## src/sv/stt_pkg.sv

```systemverilog
// Shared types and constants of the software timer table.
package stt_pkg;

    localparam logic [1:0] OP_REG  = 2'd0;
    localparam logic [1:0] OP_DEL  = 2'd1;
    localparam logic [1:0] OP_TICK = 2'd2;

    localparam logic [1:0] KIND_REG = 2'd0;
    localparam logic [1:0] KIND_DEL = 2'd1;
    localparam logic [1:0] KIND_EXP = 2'd2;

    localparam logic ST_OK  = 1'b0;
    localparam logic ST_ERR = 1'b1;

    localparam int MAX_RESULTS = 8;
    localparam int REP_W       = 4;

    typedef struct packed {
        logic [1:0]  op;
        logic [15:0] start_count;
        logic [15:0] reload_period;
        logic        has_handler;
        logic [7:0]  user_tag;
        logic [7:0]  target_slot;
    } t_in_item;

    typedef struct packed {
        logic [1:0] kind;
        logic [3:0] slot;
        logic       status;
        logic [7:0] expired_tag;
        logic       last;
    } t_out_item;

    typedef struct packed {
        logic [15:0] count;
        logic [15:0] period;
        logic        handler;
        logic [7:0]  tag;
    } t_entry;

    typedef struct packed {
        logic cap;
        logic idx_inc;
        logic reg_commit;
        logic reg_full;
        logic del_commit;
        logic tick_adv;
        logic flush_push;
    } t_cmd;

    typedef struct packed {
        logic cur_free;
        logic idx_last;
        logic out_free;
        logic ev_report;
        logic hold_valid;
    } t_status;

endpackage

```

## src/sv/stt_ram.sv

```systemverilog
// Generic simple dual-port RAM with registered read.
module stt_ram #(
    parameter int WIDTH = 8,
    parameter int DEPTH = 8,
    localparam int AW = (DEPTH > 1) ? $clog2(DEPTH) : 1
) (
    input  logic             i_clk,
    input  logic             i_we,
    input  logic [AW-1:0]    i_waddr,
    input  logic [WIDTH-1:0] i_wdata,
    input  logic [AW-1:0]    i_raddr,
    output logic [WIDTH-1:0] o_rdata
);

    logic [WIDTH-1:0] r_mem [DEPTH];
    logic [WIDTH-1:0] r_rdata;

    always_ff @(posedge i_clk) begin
        if (i_we) begin
            r_mem[i_waddr] <= i_wdata;
        end
        r_rdata <= r_mem[i_raddr];
    end

    assign o_rdata = r_rdata;

endmodule

```

## src/sv/stt_ctrl.sv

```systemverilog
// Controller state machine of the software timer table.
module stt_ctrl import stt_pkg::*; (
    input  logic       i_clk,
    input  logic       i_rst_n,
    input  logic       i_in_valid,
    input  logic [1:0] i_op,
    output logic       o_in_stall,
    output t_cmd       o_cmd,
    input  t_status    i_st
);

    typedef enum logic [5:0] {
        S_IDLE  = 6'b000001,
        S_REG   = 6'b000010,
        S_DEL   = 6'b000100,
        S_TICK0 = 6'b001000,
        S_TICK  = 6'b010000,
        S_FLUSH = 6'b100000
    } t_state;

    t_state r_state;
    t_state n_state;
    t_cmd   cmd;

    always_ff @(posedge i_clk) begin
        if (!i_rst_n) begin
            r_state <= S_IDLE;
        end else begin
            r_state <= n_state;
        end
    end

    always_comb begin
        n_state = r_state;
        cmd     = '0;
        case (r_state)
            S_IDLE: begin
                if (i_in_valid) begin
                    cmd.cap = 1'b1;
                    case (i_op)
                        OP_REG:  n_state = S_REG;
                        OP_DEL:  n_state = S_DEL;
                        OP_TICK: n_state = S_TICK0;
                        default: n_state = S_IDLE;
                    endcase
                end
            end
            S_REG: begin
                if (i_st.cur_free) begin
                    if (i_st.out_free) begin
                        cmd.reg_commit = 1'b1;
                        n_state        = S_IDLE;
                    end
                end else if (i_st.idx_last) begin
                    if (i_st.out_free) begin
                        cmd.reg_full = 1'b1;
                        n_state      = S_IDLE;
                    end
                end else begin
                    cmd.idx_inc = 1'b1;
                end
            end
            S_DEL: begin
                if (i_st.out_free) begin
                    cmd.del_commit = 1'b1;
                    n_state        = S_IDLE;
                end
            end
            S_TICK0: begin
                n_state = S_TICK;
            end
            S_TICK: begin
                if (!(i_st.ev_report && i_st.hold_valid) || i_st.out_free) begin
                    cmd.tick_adv = 1'b1;
                    if (i_st.idx_last) begin
                        n_state = S_FLUSH;
                    end else begin
                        cmd.idx_inc = 1'b1;
                    end
                end
            end
            S_FLUSH: begin
                if (!i_st.hold_valid) begin
                    n_state = S_IDLE;
                end else if (i_st.out_free) begin
                    cmd.flush_push = 1'b1;
                    n_state        = S_IDLE;
                end
            end
            default: begin
                n_state = S_IDLE;
            end
        endcase
    end

    assign o_cmd      = cmd;
    assign o_in_stall = (r_state != S_IDLE);

    // no expiry may be left pending once a tick has finished
    a_idle_no_hold: assert property (@(posedge i_clk) disable iff (!i_rst_n)
        (r_state == S_IDLE) |-> !i_st.hold_valid)
        else $error("pending expiry left over after tick");

    a_adv_push_room: assert property (@(posedge i_clk) disable iff (!i_rst_n)
        (cmd.tick_adv && i_st.ev_report && i_st.hold_valid) |-> i_st.out_free)
        else $error("tick advanced without room for an expiry");

endmodule

```

## src/sv/stt_dp.sv

```systemverilog
// Datapath of the software timer table: slot store, scan index and result registers.
module stt_dp import stt_pkg::*; #(
    parameter int NUM_TIMERS = 8
) (
    input  logic      i_clk,
    input  logic      i_rst_n,
    input  t_in_item  i_in,
    input  t_cmd      i_cmd,
    output t_status   o_st,
    output logic      o_out_valid,
    output t_out_item o_out,
    input  logic      i_out_stall
);

    localparam int IW = (NUM_TIMERS > 1) ? $clog2(NUM_TIMERS) : 1;

    t_in_item              r_item;
    logic [IW-1:0]         r_idx;
    logic [NUM_TIMERS-1:0] r_in_use;
    logic [NUM_TIMERS-1:0] n_in_use;
    logic [REP_W-1:0]      r_n_rep;
    logic                  r_hold_valid;
    logic [3:0]            r_hold_slot;
    logic [7:0]            r_hold_tag;
    logic                  r_out_valid;
    logic                  n_out_valid;
    t_out_item             r_out;
    t_out_item             n_out;

    t_entry        ev;
    t_entry        upd;
    t_entry        fresh;
    t_entry        ram_wdata;
    logic          ram_we;
    logic [IW-1:0] ram_raddr;
    logic [IW-1:0] del_idx;
    logic [15:0]   cnt_dec;
    logic          ev_used;
    logic          fire;
    logic          has_period;
    logic          report;
    logic          tick_we;
    logic          del_hit;
    logic          out_free;
    logic          push;

    stt_ram #(
        .WIDTH ($bits(t_entry)),
        .DEPTH (NUM_TIMERS)
    ) u_ram (
        .i_clk   (i_clk),
        .i_we    (ram_we),
        .i_waddr (r_idx),
        .i_wdata (ram_wdata),
        .i_raddr (ram_raddr),
        .o_rdata (ev)
    );

    assign ev_used    = r_in_use[r_idx];
    assign cnt_dec    = (ev.count != 16'd0) ? ev.count - 16'd1 : 16'd0;
    assign fire       = ev_used && (cnt_dec == 16'd0);
    assign has_period = (ev.period != 16'd0);
    assign report     = fire && ev.handler && (r_n_rep < REP_W'(MAX_RESULTS));
    assign tick_we    = i_cmd.tick_adv && ev_used && !(fire && !has_period);
    assign del_hit    = ({1'b0, r_item.target_slot} < 9'(NUM_TIMERS));
    assign del_idx    = r_item.target_slot[IW-1:0];
    assign out_free   = !r_out_valid || !i_out_stall;

    always_comb begin
        upd       = ev;
        upd.count = fire ? ev.period : cnt_dec;
        fresh.count   = r_item.start_count;
        fresh.period  = r_item.reload_period;
        fresh.handler = r_item.has_handler;
        fresh.tag     = r_item.user_tag;
    end

    assign ram_we    = i_cmd.reg_commit || tick_we;
    assign ram_wdata = i_cmd.reg_commit ? fresh : upd;
    assign ram_raddr = i_cmd.tick_adv ? r_idx + IW'(1) : r_idx;

    always_comb begin
        push  = 1'b0;
        n_out = r_out;
        if (i_cmd.reg_commit) begin
            push              = 1'b1;
            n_out.kind        = KIND_REG;
            n_out.slot        = 4'(r_idx);
            n_out.status      = ST_OK;
            n_out.expired_tag = 8'd0;
            n_out.last        = 1'b1;
        end else if (i_cmd.reg_full) begin
            push              = 1'b1;
            n_out.kind        = KIND_REG;
            n_out.slot        = 4'(NUM_TIMERS);
            n_out.status      = ST_ERR;
            n_out.expired_tag = 8'd0;
            n_out.last        = 1'b1;
        end else if (i_cmd.del_commit) begin
            push              = 1'b1;
            n_out.kind        = KIND_DEL;
            n_out.slot        = r_item.target_slot[3:0];
            n_out.status      = del_hit ? ST_OK : ST_ERR;
            n_out.expired_tag = 8'd0;
            n_out.last        = 1'b1;
        end else if ((i_cmd.tick_adv && report && r_hold_valid) || i_cmd.flush_push) begin
            push              = 1'b1;
            n_out.kind        = KIND_EXP;
            n_out.slot        = r_hold_slot;
            n_out.status      = ST_OK;
            n_out.expired_tag = r_hold_tag;
            n_out.last        = i_cmd.flush_push;
        end
        n_out_valid = push || (r_out_valid && i_out_stall);
    end

    always_comb begin
        n_in_use = r_in_use;
        if (i_cmd.reg_commit) begin
            n_in_use[r_idx] = 1'b1;
        end
        if (i_cmd.del_commit && del_hit) begin
            n_in_use[del_idx] = 1'b0;
        end
        if (i_cmd.tick_adv && fire && !has_period) begin
            n_in_use[r_idx] = 1'b0;
        end
    end

    always_ff @(posedge i_clk) begin
        if (!i_rst_n) begin
            r_in_use     <= '0;
            r_idx        <= '0;
            r_n_rep      <= '0;
            r_hold_valid <= 1'b0;
            r_out_valid  <= 1'b0;
        end else begin
            r_in_use    <= n_in_use;
            r_out_valid <= n_out_valid;
            if (i_cmd.cap) begin
                r_idx   <= '0;
                r_n_rep <= '0;
            end else begin
                if (i_cmd.idx_inc) begin
                    r_idx <= r_idx + IW'(1);
                end
                if (i_cmd.tick_adv && report) begin
                    r_n_rep <= r_n_rep + REP_W'(1);
                end
            end
            if (i_cmd.tick_adv && report) begin
                r_hold_valid <= 1'b1;
            end else if (i_cmd.flush_push) begin
                r_hold_valid <= 1'b0;
            end
        end
    end

    always_ff @(posedge i_clk) begin
        if (i_cmd.cap) begin
            r_item <= i_in;
        end
        if (i_cmd.tick_adv && report) begin
            r_hold_slot <= 4'(r_idx);
            r_hold_tag  <= ev.tag;
        end
        r_out <= n_out;
    end

    assign o_st.cur_free   = !r_in_use[r_idx];
    assign o_st.idx_last   = (r_idx == IW'(NUM_TIMERS - 1));
    assign o_st.out_free   = out_free;
    assign o_st.ev_report  = report;
    assign o_st.hold_valid = r_hold_valid;

    assign o_out_valid = r_out_valid;
    assign o_out       = r_out;

    a_cmd_exclusive: assert property (@(posedge i_clk) disable iff (!i_rst_n)
        $onehot0({i_cmd.reg_commit, i_cmd.reg_full, i_cmd.del_commit,
                  i_cmd.tick_adv, i_cmd.flush_push}))
        else $error("conflicting datapath commands");

    a_rep_bound: assert property (@(posedge i_clk) disable iff (!i_rst_n)
        r_n_rep <= REP_W'(MAX_RESULTS))
        else $error("expiry count above limit");

    a_reply_room: assert property (@(posedge i_clk) disable iff (!i_rst_n)
        (i_cmd.reg_commit || i_cmd.reg_full || i_cmd.del_commit || i_cmd.flush_push)
        |-> out_free)
        else $error("reply pushed onto an occupied output register");

endmodule

```

## src/sv/software_timer_table_top.sv

```systemverilog
// Top level of the software timer table.
//
//  channel | direction | handshake                | payload
//  in      | input     | i_in_valid / o_in_stall  | i_in  (t_in_item)
//  out     | output    | o_out_valid / i_out_stall| o_out (t_out_item)
//
// Register: free-slot scan of one in-use flag per cycle.
// Tick: one slot per cycle through the RAM read port, unless a full output register holds it.
// Unused op code: accepted with no reply. A full output register holds a reply, or the scan at an expiry.
// Reset clears the in-use flags at once; no clearing pass.
// One transaction in flight; loading its last result, if any, as output frees the input.
module software_timer_table_top import stt_pkg::*; #(
    parameter int NUM_TIMERS = 8
) (
    input  logic      i_clk,
    input  logic      i_rst_n,
    input  logic      i_in_valid,
    input  t_in_item  i_in,
    output logic      o_in_stall,
    output logic      o_out_valid,
    output t_out_item o_out,
    input  logic      i_out_stall
);

    t_cmd    cmd;
    t_status st;

    stt_ctrl u_ctrl (
        .i_clk      (i_clk),
        .i_rst_n    (i_rst_n),
        .i_in_valid (i_in_valid),
        .i_op       (i_in.op),
        .o_in_stall (o_in_stall),
        .o_cmd      (cmd),
        .i_st       (st)
    );

    stt_dp #(
        .NUM_TIMERS (NUM_TIMERS)
    ) u_dp (
        .i_clk       (i_clk),
        .i_rst_n     (i_rst_n),
        .i_in        (i_in),
        .i_cmd       (cmd),
        .o_st        (st),
        .o_out_valid (o_out_valid),
        .o_out       (o_out),
        .i_out_stall (i_out_stall)
    );

endmodule

```

## config.mk

```make
export PLATFORM = sky130hd
export DESIGN_NAME = software_timer_table_top
export DESIGN_NICKNAME = d
export VERILOG_FILES = /design/src/sv/stt_pkg.sv /design/src/sv/stt_ram.sv /design/src/sv/stt_ctrl.sv /design/src/sv/stt_dp.sv /design/src/sv/software_timer_table_top.sv
export SDC_FILE = /design/constraint.sdc
export NUM_CORES = 1
export LEC_CHECK = 0
export BUFFER_PORTS_ARGS = -buffer_cell sky130_fd_sc_hd__buf_2
export CORE_UTILIZATION = 65
export DETAILED_ROUTE_END_ITERATION = 8
export PLACE_DENSITY = 0.88
export RECOVER_POWER = 25
export REMOVE_ABC_BUFFERS = 1
export SLEW_MARGIN = 25
export SYNTH_ARGS = -nofsm -noshare
export SYNTH_HDL_FRONTEND = slang
export SYNTH_SLANG_ARGS = --single-unit
```

## constraint.sdc

```tcl
create_clock -name i_clk -period 13.63 [get_ports i_clk]
set_clock_uncertainty 0.1 [all_clocks]
set_input_delay 0 -clock i_clk [delete_from_list [all_inputs] [get_ports i_clk]]
set_output_delay 0 -clock i_clk [all_outputs]
set_load 0.01 [all_outputs]
```

=== Yosys cells after proc, flatten, opt, wreduce, memory -nomap -nowiden ===
Memory sizes are Yosys's and may differ from the RTL's. A register that Yosys moved wholly into a read port is not among the register bits.
Cells that the tools add are included.

* Register bits: 99
* Bits in writable memories: 328
* Bits of input ports: 55
* Output and inout port bits: 18
* Logic and storage cells: 138
* Memories kept: 1

{| class="wikitable"
|+ Memory list
! name !! depth !! bits a word !! rd ports !! clocked after Yosys merged registers in !! write ports !! RTL line !! source
|-
| u_dp.u_ram.r_mem || 8 || 41 || 1 || 1 || 1 || stt_ram.sv:15 || <nowiki>logic [WIDTH-1:0] r_mem [DEPTH];</nowiki>
|}

* $add $sub $neg: 3
* Magnitude comparators: 6
* Equal/unequal tests: 14
* Mux-type cells: 51
* Bitwise operators: 6
* Reduce and logical (&&, ||, !) cells: 37

{| class="wikitable"
|+ Operator list
! cell !! count
|-
| 6-bit 2-to-1 mux || 7
|-
| 41-bit 2-to-1 mux || 1
|-
| 6-bit case mux with 6 select lines || 1
|-
| 16-bit 2-to-1 mux || 2
|-
| 16-bit nonzero test || 2
|-
| 15-bit 2-to-1 mux || 2
|-
| 1-bit 2-to-1 mux || 26
|-
| 8-bit 2-to-1 mux || 3
|-
| 8-bit AND || 2
|-
| 16-bit zero test || 1
|-
| 8-bit NOT || 2
|-
| 16-bit by 1-bit subtractor with 16-bit output (second input constant) || 1
|-
| 1-bit logical AND || 15
|-
| 14-bit 2-to-1 mux || 1
|-
| 13-bit 2-to-1 mux || 1
|-
| 4-bit case mux with 3 select lines || 1
|-
| 3-bit by 4-bit less-than comparator with 1-bit output (second input constant) || 2
|-
| 8-bit by 4-bit less-than comparator with 1-bit output (second input constant) || 1
|-
| 8-bit bitwise OR || 1
|-
| 1-bit demux with 3-bit select || 2
|-
| 6-bit by 1-bit equality test with 1-bit output (second input constant) || 1
|-
| 6-bit by 2-bit equality test with 1-bit output (second input constant) || 1
|-
| 6-bit by 3-bit equality test with 1-bit output (second input constant) || 1
|-
| 6-bit by 4-bit equality test with 1-bit output (second input constant) || 1
|-
| other kinds (27) || 39
|}

=== Longest topological paths before layout ===
Gate-level depths: netlist of the first run.

* Word-level depth: 19
* Depth in mapped cells: 12
* Gate-level depth less buffers: 10

=== Modules after synthesis ===
A second synthesis of the first run with hierarchy kept.

* Cell total of the unflattened synthesis: 1031
* Area total of the unflattened synthesis: 18773.0 µm²

{| class="wikitable"
|+ Modules (own cells, without submodules)
! module !! instances !! cells an instance !! area each (µm²) !! sequential area each (µm²)
|-
| stt_ram || 1 || 528 || 13492.9 || 10670.2
|-
| stt_dp || 1 || 429 || 4699.5 || 2492.4
|-
| stt_ctrl || 1 || 74 || 580.6 || 120.1
|}

=== Worst setup path after synthesis of the first run ===
OpenSTA, ideal clock, no wires.

* Path type: reg2reg
* From: reg u_dp.u_ram.r_rdata[25], in the netlist u_dp.u_ram.o_rdata[25], read port of u_dp.u_ram.r_mem
* To: mem u_dp.u_ram.r_mem[0][0] (netlist bit) (enable)
* Setup time: 0.541 ns
* Data arrival time: 6.094 ns
* Data required time: 12.989 ns
* Path slack: 6.894 ns
* Cell stages (with the launch flop): 12
* Path buffers: 1
* Clock period less this slack: 6.736 ns
* Cells stage by stage: dfxtp_1 inv_1 ha_1 nor4b_2 nand4_1 xor2_1 a41o_4 a31oi_4 buf_4 o21ai_0 o21a_1 nor4_1

* Longest elaborated chain between the ends: 16
* Elaborated cells on any way between the ends: 19
* Classes of those cells: add/sub (1); mux (5); reduce/logical (13)

{| class="wikitable"
|+ RTL lines
! item !! RTL line !! source
|-
| from (decl) || stt_ram.sv:16 || <nowiki>logic [WIDTH-1:0] r_rdata;</nowiki>
|-
| 16-bit by 1-bit subtractor with 16-bit output or 16-bit nonzero test (tied branches) || stt_dp.sv:60 || <nowiki>assign cnt_dec = (ev.count != 16'd0) ? ev.count - 16'd1 : 16'd0;</nowiki>
|-
| 16-bit 2-to-1 mux (*) || stt_dp.sv:60 ||
|-
| 16-bit zero test (*) || stt_dp.sv:61 || <nowiki>assign fire = ev_used && (cnt_dec == 16'd0);</nowiki>
|-
| 1-bit logical AND (*) || stt_dp.sv:61 ||
|-
| 1-bit logical AND (2 in a row) || stt_dp.sv:63 || <nowiki>assign report = fire && ev.handler && (r_n_rep < REP_W'(MAX_RESULTS));</nowiki>
|-
| 1-bit logical AND || stt_ctrl.sv:73 || <nowiki>if (!(i_st.ev_report && i_st.hold_valid) || i_st.out_free) begin</nowiki>
|-
| 1-bit zero test || stt_ctrl.sv:73 ||
|-
| 1-bit logical OR || stt_ctrl.sv:73 ||
|-
| 1-bit 2-to-1 mux || stt_ctrl.sv:73 ||
|-
| 1-bit 2-to-1 mux || stt_ctrl.sv:36 || <nowiki>case (r_state)</nowiki>
|-
| 1-bit logical AND || stt_dp.sv:64 || <nowiki>assign tick_we = i_cmd.tick_adv && ev_used && !(fire && !has_period);</nowiki>
|-
| 1-bit logical AND (*) || stt_dp.sv:64 ||
|-
| 1-bit logical OR (*) || stt_dp.sv:78 || <nowiki>assign ram_we = i_cmd.reg_commit || tick_we;</nowiki>
|-
| 1-bit 2-to-1 mux (*) || stt_ram.sv:19 || <nowiki>if (i_we) begin</nowiki>
|-
| 1-bit 2-to-1 mux (not written as such) (*) || stt_ram.sv:20 || <nowiki>r_mem[i_waddr] <= i_wdata;</nowiki>
|-
| to (decl) || stt_ram.sv:15 ||
|}

Mark *: on every way between the ends. The rest lies on a longest branch, timed or not.

=== Final worst setup path of the first run ===
* From: reg u_dp.r_idx[0]
* To: reg u_dp.r_out_valid, in the netlist u_dp.o_out_valid

* Longest elaborated chain between the ends: 18
* Elaborated cells on any way between the ends: 23
* Classes of those cells: eq/ne (1); mux (12); reduce/logical (10)

{| class="wikitable"
|+ RTL lines
! item !! RTL line !! source
|-
| from (decl) || stt_dp.sv:18 || <nowiki>logic [IW-1:0] r_idx;</nowiki>
|-
| from (signal assigned) || stt_dp.sv:145 || <nowiki>r_idx <= r_idx + IW'(1);</nowiki>
|-
| 1-bit binary-select mux with 3-bit select || stt_dp.sv:59, stt_dp.sv:170 ||
|-
| 1-bit 2-to-1 mux (not written as such) || stt_dp.sv:59, stt_dp.sv:170 ||
|-
| 1-bit logical AND || stt_dp.sv:61 ||
|-
| 1-bit logical AND (2 in a row) || stt_dp.sv:63 ||
|-
| 1-bit logical AND || stt_ctrl.sv:73 ||
|-
| 1-bit zero test || stt_ctrl.sv:73 ||
|-
| 1-bit logical OR || stt_ctrl.sv:73 ||
|-
| 1-bit 2-to-1 mux || stt_ctrl.sv:73 ||
|-
| 1-bit 2-to-1 mux || stt_ctrl.sv:36 ||
|-
| 1-bit logical AND (2 in a row) || stt_dp.sv:106 || <nowiki>end else if ((i_cmd.tick_adv && report && r_hold_valid) || i_cmd.flush_push) begin</nowiki>
|-
| 1-bit logical OR || stt_dp.sv:106 ||
|-
| 1-bit 2-to-1 mux || stt_dp.sv:106 ||
|-
| 1-bit 2-to-1 mux || stt_dp.sv:99 || <nowiki>end else if (i_cmd.del_commit) begin</nowiki>
|-
| 1-bit 2-to-1 mux || stt_dp.sv:92 || <nowiki>end else if (i_cmd.reg_full) begin</nowiki>
|-
| 1-bit 2-to-1 mux (*) || stt_dp.sv:85 || <nowiki>if (i_cmd.reg_commit) begin</nowiki>
|-
| 1-bit logical OR (*) || stt_dp.sv:114 || <nowiki>n_out_valid = push || (r_out_valid && i_out_stall);</nowiki>
|-
| to (signal assigned) || stt_dp.sv:139 || <nowiki>r_out_valid <= n_out_valid;</nowiki>
|-
| to (decl) || stt_dp.sv:25 || <nowiki>logic r_out_valid;</nowiki>
|}

Mark *: on every way between the ends. The rest lies on a longest branch, timed or not. The select of a mux whose other input is x is not followed.
A chain may end at the register's enable or synchronous reset.

==> results of run 1 <==
routing by layer:
metal | track usage, % | vias to the layer above | part of all wire (%)
met5 | 0 | - | 0
met4 | 12.1 | 0 | 3.4
met3 | 4.71 | 146 | 9.1
met2 | 51.6 | 849 | 50
met1 | 39.0 | 6748 | 37
li1 | - | 5853 | -
flip-flops by register name, summed over array words and instances (netlist names):
name / count
u_dp.r_idx: 3
u_dp.r_in_use: 8
u_dp.o_out_valid: 1
u_dp.r_n_rep: 4
u_dp.r_hold_tag: 8
u_dp.r_item: 5
u_dp.u_ram.o_rdata: 41
u_dp.u_ram.r_mem: 328
u_dp.del_idx: 3
u_dp.fresh: 41
u_ctrl.r_state: 6
u_dp.r_hold_valid: 1
u_dp.r_hold_slot: 3
u_dp.o_out: 16
critical path: stages, from the launching register on:
cell and delay (ns):
sky130_fd_sc_hd__dfxtp_1 2.05, sky130_fd_sc_hd__inv_1 0.34, sky130_fd_sc_hd__a211o_1 0.36, sky130_fd_sc_hd__o2bb2ai_1 0.27, sky130_fd_sc_hd__nand2_2 0.15, sky130_fd_sc_hd__clkbuf_1 2.09, sky130_fd_sc_hd__nand2_1 0.22, sky130_fd_sc_hd__nor2_1 0.29
sky130_fd_sc_hd__nand2b_1 0.17, sky130_fd_sc_hd__o21a_1 0.20, sky130_fd_sc_hd__dlygate4sd3_1 0.55
timing repair:
| action | in CTS | in global routing |
|---|---|---|
| hold endpoints to repair | 90 | 0 |
| hold buffers | 58 | 0 |
| buffers inserted | 0 | 0 |
power by group:
| group | internal (mW) | leakage [nW] | switching [mW] |
|---|---|---|---|
| combinational | 0.0384 | 2.74 | 0.0602 |
| sequential | 1.58 | 4.18 | 0.0158 |
| clock | 0.730 | 0.747 | 0.529 |
stage by stage:
| stage | setup TNS [ns] | setup WS (ns) |
|---|---|---|
| final | 0 | 6.72 |
| after CTS | 0 | 8.68 |
| after global placement | 0 | 8.89 |
| after global routing | 0 | 6.33 |
| after floorplan | -53.29 | -1.30 |
| after detailed placement | 0 | 8.72 |
cell families after synthesis:
group / synth area share, %
adder cells (fa/ha/maj): 0.236
AO/OA/AOI/OAI: 8.17
multiplexers: 16.9
XOR/XNOR: 0.579
AND/OR/NAND/NOR: 8.96
buffers and inverters: 2.47
flip-flops: 62.7
final cells by class:
cell class / count / area [um^2] / share of cell area (%)
sequential: 468 / 13300 / 55.6
inverter: 15 / 56.3 / 0.236
multi-input combinational: 849 / 7410 / 31.0
timing repair buffer: 151 / 1080 / 4.50
clock inverter: 21 / 176 / 0.738
clock buffer: 66 / 1350 / 5.64
tap: 435 / 544 / 2.28
cells in the final DEF (no fill, tap or decap), types with 9 or more instances in the layout:
| master | synthesis | routed |
|---|---|---|
| sky130_fd_sc_hd__o211ai_1 | 33 | 33 |
| sky130_fd_sc_hd__a2111oi_2 | 11 | 11 |
| sky130_fd_sc_hd__clkbuf_1 | 52 | 34 |
| sky130_fd_sc_hd__nand3_1 | 45 | 45 |
| sky130_fd_sc_hd__xnor2_1 | 9 | 9 |
| sky130_fd_sc_hd__inv_1 | 13 | 13 |
| sky130_fd_sc_hd__o21ai_0 | 21 | 21 |
| sky130_fd_sc_hd__mux2_2 | 25 | 25 |
| sky130_fd_sc_hd__dlygate4sd3_1 | 0 | 58 |
| sky130_fd_sc_hd__mux2i_1 | 57 | 57 |
| sky130_fd_sc_hd__clkinv_2 | 0 | 9 |
| sky130_fd_sc_hd__nor3_1 | 9 | 9 |
| sky130_fd_sc_hd__a21oi_1 | 49 | 49 |
| sky130_fd_sc_hd__dfxtp_1 | 77 | 77 |
| sky130_fd_sc_hd__a31oi_1 | 24 | 24 |
| sky130_fd_sc_hd__o22ai_1 | 15 | 15 |
| sky130_fd_sc_hd__a311o_1 | 12 | 12 |
| sky130_fd_sc_hd__clkbuf_16 | 0 | 48 |
| sky130_fd_sc_hd__buf_4 | 6 | 18 |
| sky130_fd_sc_hd__mux4_2 | 120 | 120 |
| sky130_fd_sc_hd__edfxtp_1 | 391 | 391 |
| sky130_fd_sc_hd__nand2_1 | 177 | 175 |
| sky130_fd_sc_hd__nor2b_1 | 25 | 25 |
| sky130_fd_sc_hd__and3_1 | 24 | 24 |
| sky130_fd_sc_hd__nor2_1 | 80 | 74 |
| sky130_fd_sc_hd__buf_2 | 30 | 50 |
how the worst min path moves through the flow:
stage | from | cells after the start | end | slack, ns
4_1_cts | i_in[39] | 2 | u_dp.fresh[31] | 0.04
3_3_place_gp | i_in[30] | 1 | u_dp.fresh[22] | 0.08
6_report | i_in[11] | 2 | u_dp.fresh[3] | 0.06
2_1_floorplan | i_in[49] | 1 | u_ctrl.r_state[3] | -0.03
5_1_grt | i_in[19] | 2 | u_dp.fresh[11] | 0.05
3_5_place_dp | i_in[47] | 1 | u_dp.fresh[39] | 0.08
==> results_tabular.tex, run 1 <==
\begin{tabular}{lr}
\hline
Metric & Value \\
\hline
\multicolumn{2}{l}{\textbf{Run status}} \\
Status & finished, violations left \\
Violated checks & max-capacitance violations, max-slew violations \\
\multicolumn{2}{l}{\textbf{Yosys}} \\
Count of state elements after synthesis & 468 \\
Mapped Cells & 1,429 \\
Distinct cell type count after synthesis & 82 \\
Fraction of the yosys area taken by sequential cells & 62.7\% \\
Top cells by area in the synthesized netlist & sky130\_fd\_sc\_hd\_\_edfxtp\_1 55\%, sky130\_fd\_sc\_hd\_\_mux4\_2 13\%, sky130\_fd\_sc\_hd\_\_dfxtp\_1 7.3\% \\
Average size of a mapped cell & 14.8 um\^{}2 \\
Count of warnings emitted by yosys & 0 \\
Post-synth EDFFs & 391 \\
Largest area contributor in the synthesized netlist & sky130\_fd\_sc\_hd\_\_edfxtp\_1 \\
Post-synth top area share & 55.4\% \\
Proportion of synthesized flip-flops having asynchronous set or reset & 0\% \\
Dominant cell by count in the synthesized netlist & sky130\_fd\_sc\_hd\_\_edfxtp\_1 \\
Leading register cell type out of synthesis & sky130\_fd\_sc\_hd\_\_edfxtp\_1 \\
Post-synthesis instance area & 21,200 um\^{}2 \\
Commonest cells in the synthesized netlist & 391 x sky130\_fd\_sc\_hd\_\_edfxtp\_1, 177 x sky130\_fd\_sc\_hd\_\_nand2\_1, 120 x sky130\_fd\_sc\_hd\_\_mux4\_2, 80 x sky130\_fd\_sc\_hd\_\_nor2\_1, 77 x sky130\_fd\_sc\_hd\_\_dfxtp\_1 \\
\multicolumn{2}{l}{\textbf{STA}} \\
Final Hold Slack & 0.0566 ns \\
Setup violations, final & 0 \\
RSZ-0062 raised after global routing & false \\
Final Hold Fails & 0 \\
Max-slew headroom at the worst pin & -95.6\% \\
Transition time at the pin with the least slew margin & 2.93 ns \\
Share of the clock period used by the worst path & 50.7\% \\
Maximum operating frequency & 145 MHz \\
Final count of pins violating max slew & 194 \\
Minimum clock period after layout & 6.91 ns \\
\multicolumn{2}{l}{\textbf{Clocking}} \\
Later-pin clock latency in the skew report & 0.56 ns \\
Number of gates given a new drive strength after cts & 0 \\
Clock-pin slew reported for the worst setup and hold paths after clock tree synthesis & 0.06 ns \\
TritonCTS clock tree & done \\
Deepest clock path buffer count & 3 \\
Number of CTS-inserted buffers & 47 \\
Clock net sink count & 468 \\
Htree depth & 2 \\
Clock tree root driver cell & sky130\_fd\_sc\_hd\_\_clkbuf\_16 \\
\multicolumn{2}{l}{\textbf{Setup path}} \\
Type of the worst setup path & flop to flop \\
R2R Setup Slk & 6.72 ns \\
Crit path launch & u\_dp.r\_idx[0] \\
Critical path launch point type & flop \\
End of the worst register-to-register path & u\_dp.o\_out\_valid \\
Worst EP arrival & 7.25 ns \\
Max FO, Critical Path & 55 \\
Crit Reg-Reg Startpoint & u\_dp.r\_idx[0] \\
Required time of the critical path & 13.97 ns \\
Worst setup path endpoint & u\_dp.o\_out\_valid \\
Cell count of the worst reg-to-reg path & 10 \\
Capturing element type of the critical path & flop \\
\multicolumn{2}{l}{\textbf{Layout}} \\
Count of nets after finishing & 1,591 \\
Post-Layout Cell Count & 2,005 \\
Synth-to-layout area growth & 12.8\% \\
Ant diodes & 0 \\
Fraction of layout cells with a size suffix above 1 & 21.0\% \\
Cell area after layout & 23,900 um\^{}2 \\
Core Util, Final & 75.1\% \\
Final-layout fill cell count & 1,822 \\
\multicolumn{2}{l}{\textbf{Pwr}} \\
Worst IR Drop VDD & 0.140 mV \\
Leak & 7.67 nW \\
Total power & 2.95 mW \\
PwrDens & 123 nW/um\^{}2 \\
\multicolumn{2}{l}{\textbf{Floorplanning}} \\
Ports & 73 \\
Starting density of the core & 66.6\% \\
Die H & 183 um \\
Horizontal die dimension & 183 um \\
Overall die area & 33,300 um\^{}2 \\
Row cnt & 65 \\
Area inside the core boundary & 31,800 um\^{}2 \\
\multicolumn{2}{l}{\textbf{Routing}} \\
Drt first-iter violations & 1,678 \\
Post-route DRC & 0 \\
Mean number of vias per cell & 6.78 \\
Antenna viol nets, final & 0 \\
Vias after detailed routing & 13,600 \\
Sum of routed wire length over all layers & 49.5 mm \\
Wire length per cell & 24.7 um \\
Iteration count of the initial detailed-routing pass & 7 \\
\multicolumn{2}{l}{\textbf{Placement}} \\
Number of buffer cells added on primary ports & 72 \\
Placed standard-cell area & 21,900 um\^{}2 \\
Final weighted congestion of routability-driven global placement & 0.891 \\
Detailed placement HPWL & 27.4 mm \\
Number of placed instances with taps included & 1,859 \\
\multicolumn{2}{l}{\textbf{Global route}} \\
Pin count of the biggest net entering global routing & 79 \\
Wire length of the first global-routing pass & 76.1 mm \\
Global routing usage summed across all routing layers & 30.2\% \\
Via count of the first global-routing pass & 13,800 \\
Remaining global-route overflow & 0 \\
Antenna violations before repair & 0 \\
\multicolumn{2}{l}{\textbf{Job}} \\
Total of max-cap violations & 5 \\
\multicolumn{2}{l}{\textbf{Min path}} \\
HP Class & input pin to flop \\
\hline
\end{tabular}
No activity file was read; power rests on OpenSTA's default activity.
==> inputs of run 2 (changes only) <==
--- a/config.mk
+++ b/config.mk
@@ -6,9 +6,9 @@
 export NUM_CORES = 1
 export LEC_CHECK = 0
 export BUFFER_PORTS_ARGS = -buffer_cell sky130_fd_sc_hd__buf_2
-export CORE_UTILIZATION = 65
+export CORE_UTILIZATION = 62
 export DETAILED_ROUTE_END_ITERATION = 8
-export PLACE_DENSITY = 0.88
+export PLACE_DENSITY = 0.85
 export RECOVER_POWER = 25
 export REMOVE_ABC_BUFFERS = 1
 export SLEW_MARGIN = 25
==> constraint.sdc (replaced) <==
create_clock -name i_clk -period 6.86 [get_ports i_clk]
set_clock_uncertainty 0.1 [all_clocks]
set_input_delay 0 -clock i_clk [delete_from_list [all_inputs] [get_ports i_clk]]
set_output_delay 0 -clock i_clk [all_outputs]
set_load 0.01 [all_outputs]
==> results_tabular.tex, run 2 (synthesis gave the netlist of run 1 again) <==
\begin{tabular}{lr}
\hline
Metric & Value \\
\hline
\multicolumn{2}{l}{\textbf{Global route}} \\
Wire length of the first global-routing pass & 78.1 mm (+2.7\%) \\
Pin count of the biggest net entering global routing & 76 (-3.8\%) \\
Remaining global-route overflow & 0 (unchanged) \\
Global routing usage summed across all routing layers & 29.0\% (-1.2 points) \\
Via count of the first global-routing pass & 13,800 (+0.12\%) \\
Antenna violations before repair & 0 (unchanged) \\
\multicolumn{2}{l}{\textbf{Placement}} \\
Number of buffer cells added on primary ports & 72 (unchanged) \\
Detailed placement HPWL & 28.2 mm (+2.7\%) \\
Final weighted congestion of routability-driven global placement & 0.863 (-3.2\%) \\
Placed standard-cell area & 21,900 um\^{}2 (about the same) \\
\multicolumn{2}{l}{\textbf{Floorplanning}} \\
Row cnt & 67 (+3.1\%) \\
Area inside the core boundary & 33,600 um\^{}2 (+5.7\%) \\
Ports & 73 (unchanged) \\
Horizontal die dimension & 187 um (+2.4\%) \\
Die H & 187 um (+2.4\%) \\
Overall die area & 34,900 um\^{}2 (+4.8\%) \\
Starting density of the core & 63.0\% (-3.6 points) \\
\multicolumn{2}{l}{\textbf{Setup path}} \\
Capturing element type of the critical path & flop \\
Type of the worst setup path & flop to flop \\
Worst EP arrival & 5.41 ns (-1.84 ns) \\
Required time of the critical path & 7.00 ns (-6.97 ns) \\
Crit path launch & u\_dp.r\_idx[1] \\
Crit Reg-Reg Startpoint & u\_dp.r\_idx[1] \\
Max FO, Critical Path & 30 (-45\%) \\
Critical path launch point type & flop \\
\multicolumn{2}{l}{\textbf{Clocking}} \\
Htree depth & 2 (unchanged) \\
Clock tree root driver cell & sky130\_fd\_sc\_hd\_\_clkbuf\_16 \\
Clock net sink count & 468 (unchanged) \\
Number of CTS-inserted buffers & 45 (-4.3\%) \\
Later-pin clock latency in the skew report & 0.55 ns (about the same) \\
Deepest clock path buffer count & 3 (unchanged) \\
Number of buffers added for setup after CTS & 0 (unchanged) \\
Clock-pin slew reported for the worst setup and hold paths after clock tree synthesis & 0.06 ns (about the same) \\
TritonCTS clock tree & done \\
\multicolumn{2}{l}{\textbf{Layout}} \\
Count of nets after finishing & 1,590 (-0.063\%) \\
Fraction of layout cells with a size suffix above 1 & 21.3\% (+0.30 points) \\
Final-layout fill cell count & 2,055 (+13\%) \\
Core Util, Final & 71.3\% (-3.8 points) \\
Cell area after layout & 24,000 um\^{}2 (+0.31\%) \\
Max reg flops & 328 (unchanged) \\
Most used cells in the layout excluding fill and tap cells & 391 x sky130\_fd\_sc\_hd\_\_edfxtp\_1, 176 x sky130\_fd\_sc\_hd\_\_nand2\_1, 120 x sky130\_fd\_sc\_hd\_\_mux4\_2 \\
Ant diodes & 0 (unchanged) \\
Synth-to-layout area growth & 13.1\% \\
Reg with most FFs & u\_dp.u\_ram.r\_mem \\
Most common library cell in the layout ignoring fill and taps & sky130\_fd\_sc\_hd\_\_edfxtp\_1 \\
\multicolumn{2}{l}{\textbf{Routing}} \\
Iteration count of the initial detailed-routing pass & 6 (-1) \\
Vias after detailed routing & 13,700 (+0.82\%) \\
Mean number of vias per cell & 6.80 (+0.32\%) \\
Post-route DRC & 0 (unchanged) \\
Wire length per cell & 24.7 um (+0.26\%) \\
Antenna viol nets, final & 0 (unchanged) \\
Drt first-iter violations & 1,900 (+13\%) \\
Sum of routed wire length over all layers & 49.9 mm (+0.76\%) \\
\multicolumn{2}{l}{\textbf{STA}} \\
Setup violations, final & 0 (unchanged) \\
Max-slew headroom at the worst pin & -51.3\% (+44 points) \\
Final Hold Fails & 0 (unchanged) \\
Final sum of negative setup slack & 0 ns (unchanged) \\
Minimum clock period after layout & 5.27 ns (-1.64 ns) \\
RSZ-0062 raised after global routing & false \\
Final count of pins violating max slew & 75 (-61\%) \\
Transition time at the pin with the least slew margin & 2.27 ns (-0.665 ns) \\
Share of the clock period used by the worst path & 76.8\% (+26 points) \\
Maximum operating frequency & 190 MHz (+31\%) \\
\multicolumn{2}{l}{\textbf{Pwr}} \\
Part of the total power dissipated in the clock network & 43.3\% (+0.6 points) \\
PwrDens & 247 nW/um\^{}2 (+100\%) \\
Switching portion of total power & 20.5\% (about the same) \\
Net load switching power & 1.22 mW (+100\%) \\
Total internal power & 4.72 mW (+100\%) \\
Logic gate share of total power & 3.4\% (about the same) \\
Worst IR Drop VDD & 0.332 mV (+140\%) \\
Leak & 7.71 nW (+0.56\%) \\
Part of the power in registers & 53.3\% (-0.7 points) \\
\multicolumn{2}{l}{\textbf{Min path}} \\
HP Class & input pin to flop \\
Beginning of the worst hold path & i\_in[22] \\
\multicolumn{2}{l}{\textbf{Run status}} \\
Status & finished, violations left \\
Violated checks & max-capacitance violations, max-slew violations \\
\multicolumn{2}{l}{\textbf{Job}} \\
Total of max-cap violations & 3 (-2) \\
\hline
\end{tabular}
[run 2: critical path, stage by stage (launching register included)]
cell	delay, ns
sky130_fd_sc_hd__dfxtp_1	1.40
sky130_fd_sc_hd__buf_12	0.33
sky130_fd_sc_hd__nor2b_1	0.36
sky130_fd_sc_hd__a22oi_1	0.16
sky130_fd_sc_hd__o2bb2ai_1	0.34
sky130_fd_sc_hd__nor2_8	0.27
sky130_fd_sc_hd__and2_0	0.97
sky130_fd_sc_hd__a21oi_1	0.30
sky130_fd_sc_hd__o21ai_0	0.70
[run 2: path summary, 6_finish.rpt]
path | endpoint | slack, ns | depth (start not counted)
setup reg to reg | u_dp.u_ram.r_mem[7][40] | 1.59 | 8
setup / recovery | u_dp.u_ram.r_mem[7][40] | 1.59 | 8
hold reg to reg | u_dp.r_hold_tag[5] | 0.34 | 0
hold / removal | u_dp.fresh[14] | 0.06 | 2
[run 2: repair_timing]
item,in CTS,in global routing
hold endpoints to repair,83,0
resized for setup,0,0
hold buffers,58,0
[run 2: metal layers]
layer  vias up  global-route usage [%]  share of wire (%)  routed length (um)
met2       872                    48.2                 49               24500
met4         0                    10.8                3.3                1650
met3       142                    4.15                9.3                4630
li1       5850                       -                  -                   -
met5         -                       0                  0                   0
met1      6843                    39.5                 38               19000
[run 2: cell type report]
class / instances / area (um^2) / area share, %
Timing Repair Buffer: 152 / 1090 / 4.54
Sequential cell: 468 / 13300 / 55.4
Clock buffer: 58 / 1240 / 5.16
Tap cell: 448 / 561 / 2.34
Inverter: 15 / 56.3 / 0.235
Clock inverter: 25 / 294 / 1.23
Multi-Input combinational cell: 849 / 7450 / 31.1
[run 2: power groups by stage]
stage                     Combinational [mW]  Clock, mW  Sequential (mW)
after floorplan                       0.0960          0             3.22
after CTS                              0.202       2.58             3.16
after global placement                 0.166          0             3.22
after detailed placement               0.173          0             3.22
final                                  0.199       2.57             3.16
after global routing                   0.216       2.69             3.17
[run 2: stage by stage]
| stage | hold WS [ns] | instances | worst slack [ns] | power (mW) |
|---|---|---|---|---|
| detailed placement | 0.0781 | 1873 | 2.47 | 3.39 |
| global route | 0.0526 | 2015 | 1.15 | 6.07 |
| finish | 0.0587 | 2015 | 1.59 | 5.93 |
| global placement | 0.0760 | 1873 | 2.57 | 3.38 |
| floorplan | -0.0294 | 1332 | -8.07 | 3.31 |
| CTS | 0.0402 | 2014 | 2.44 | 5.94 |
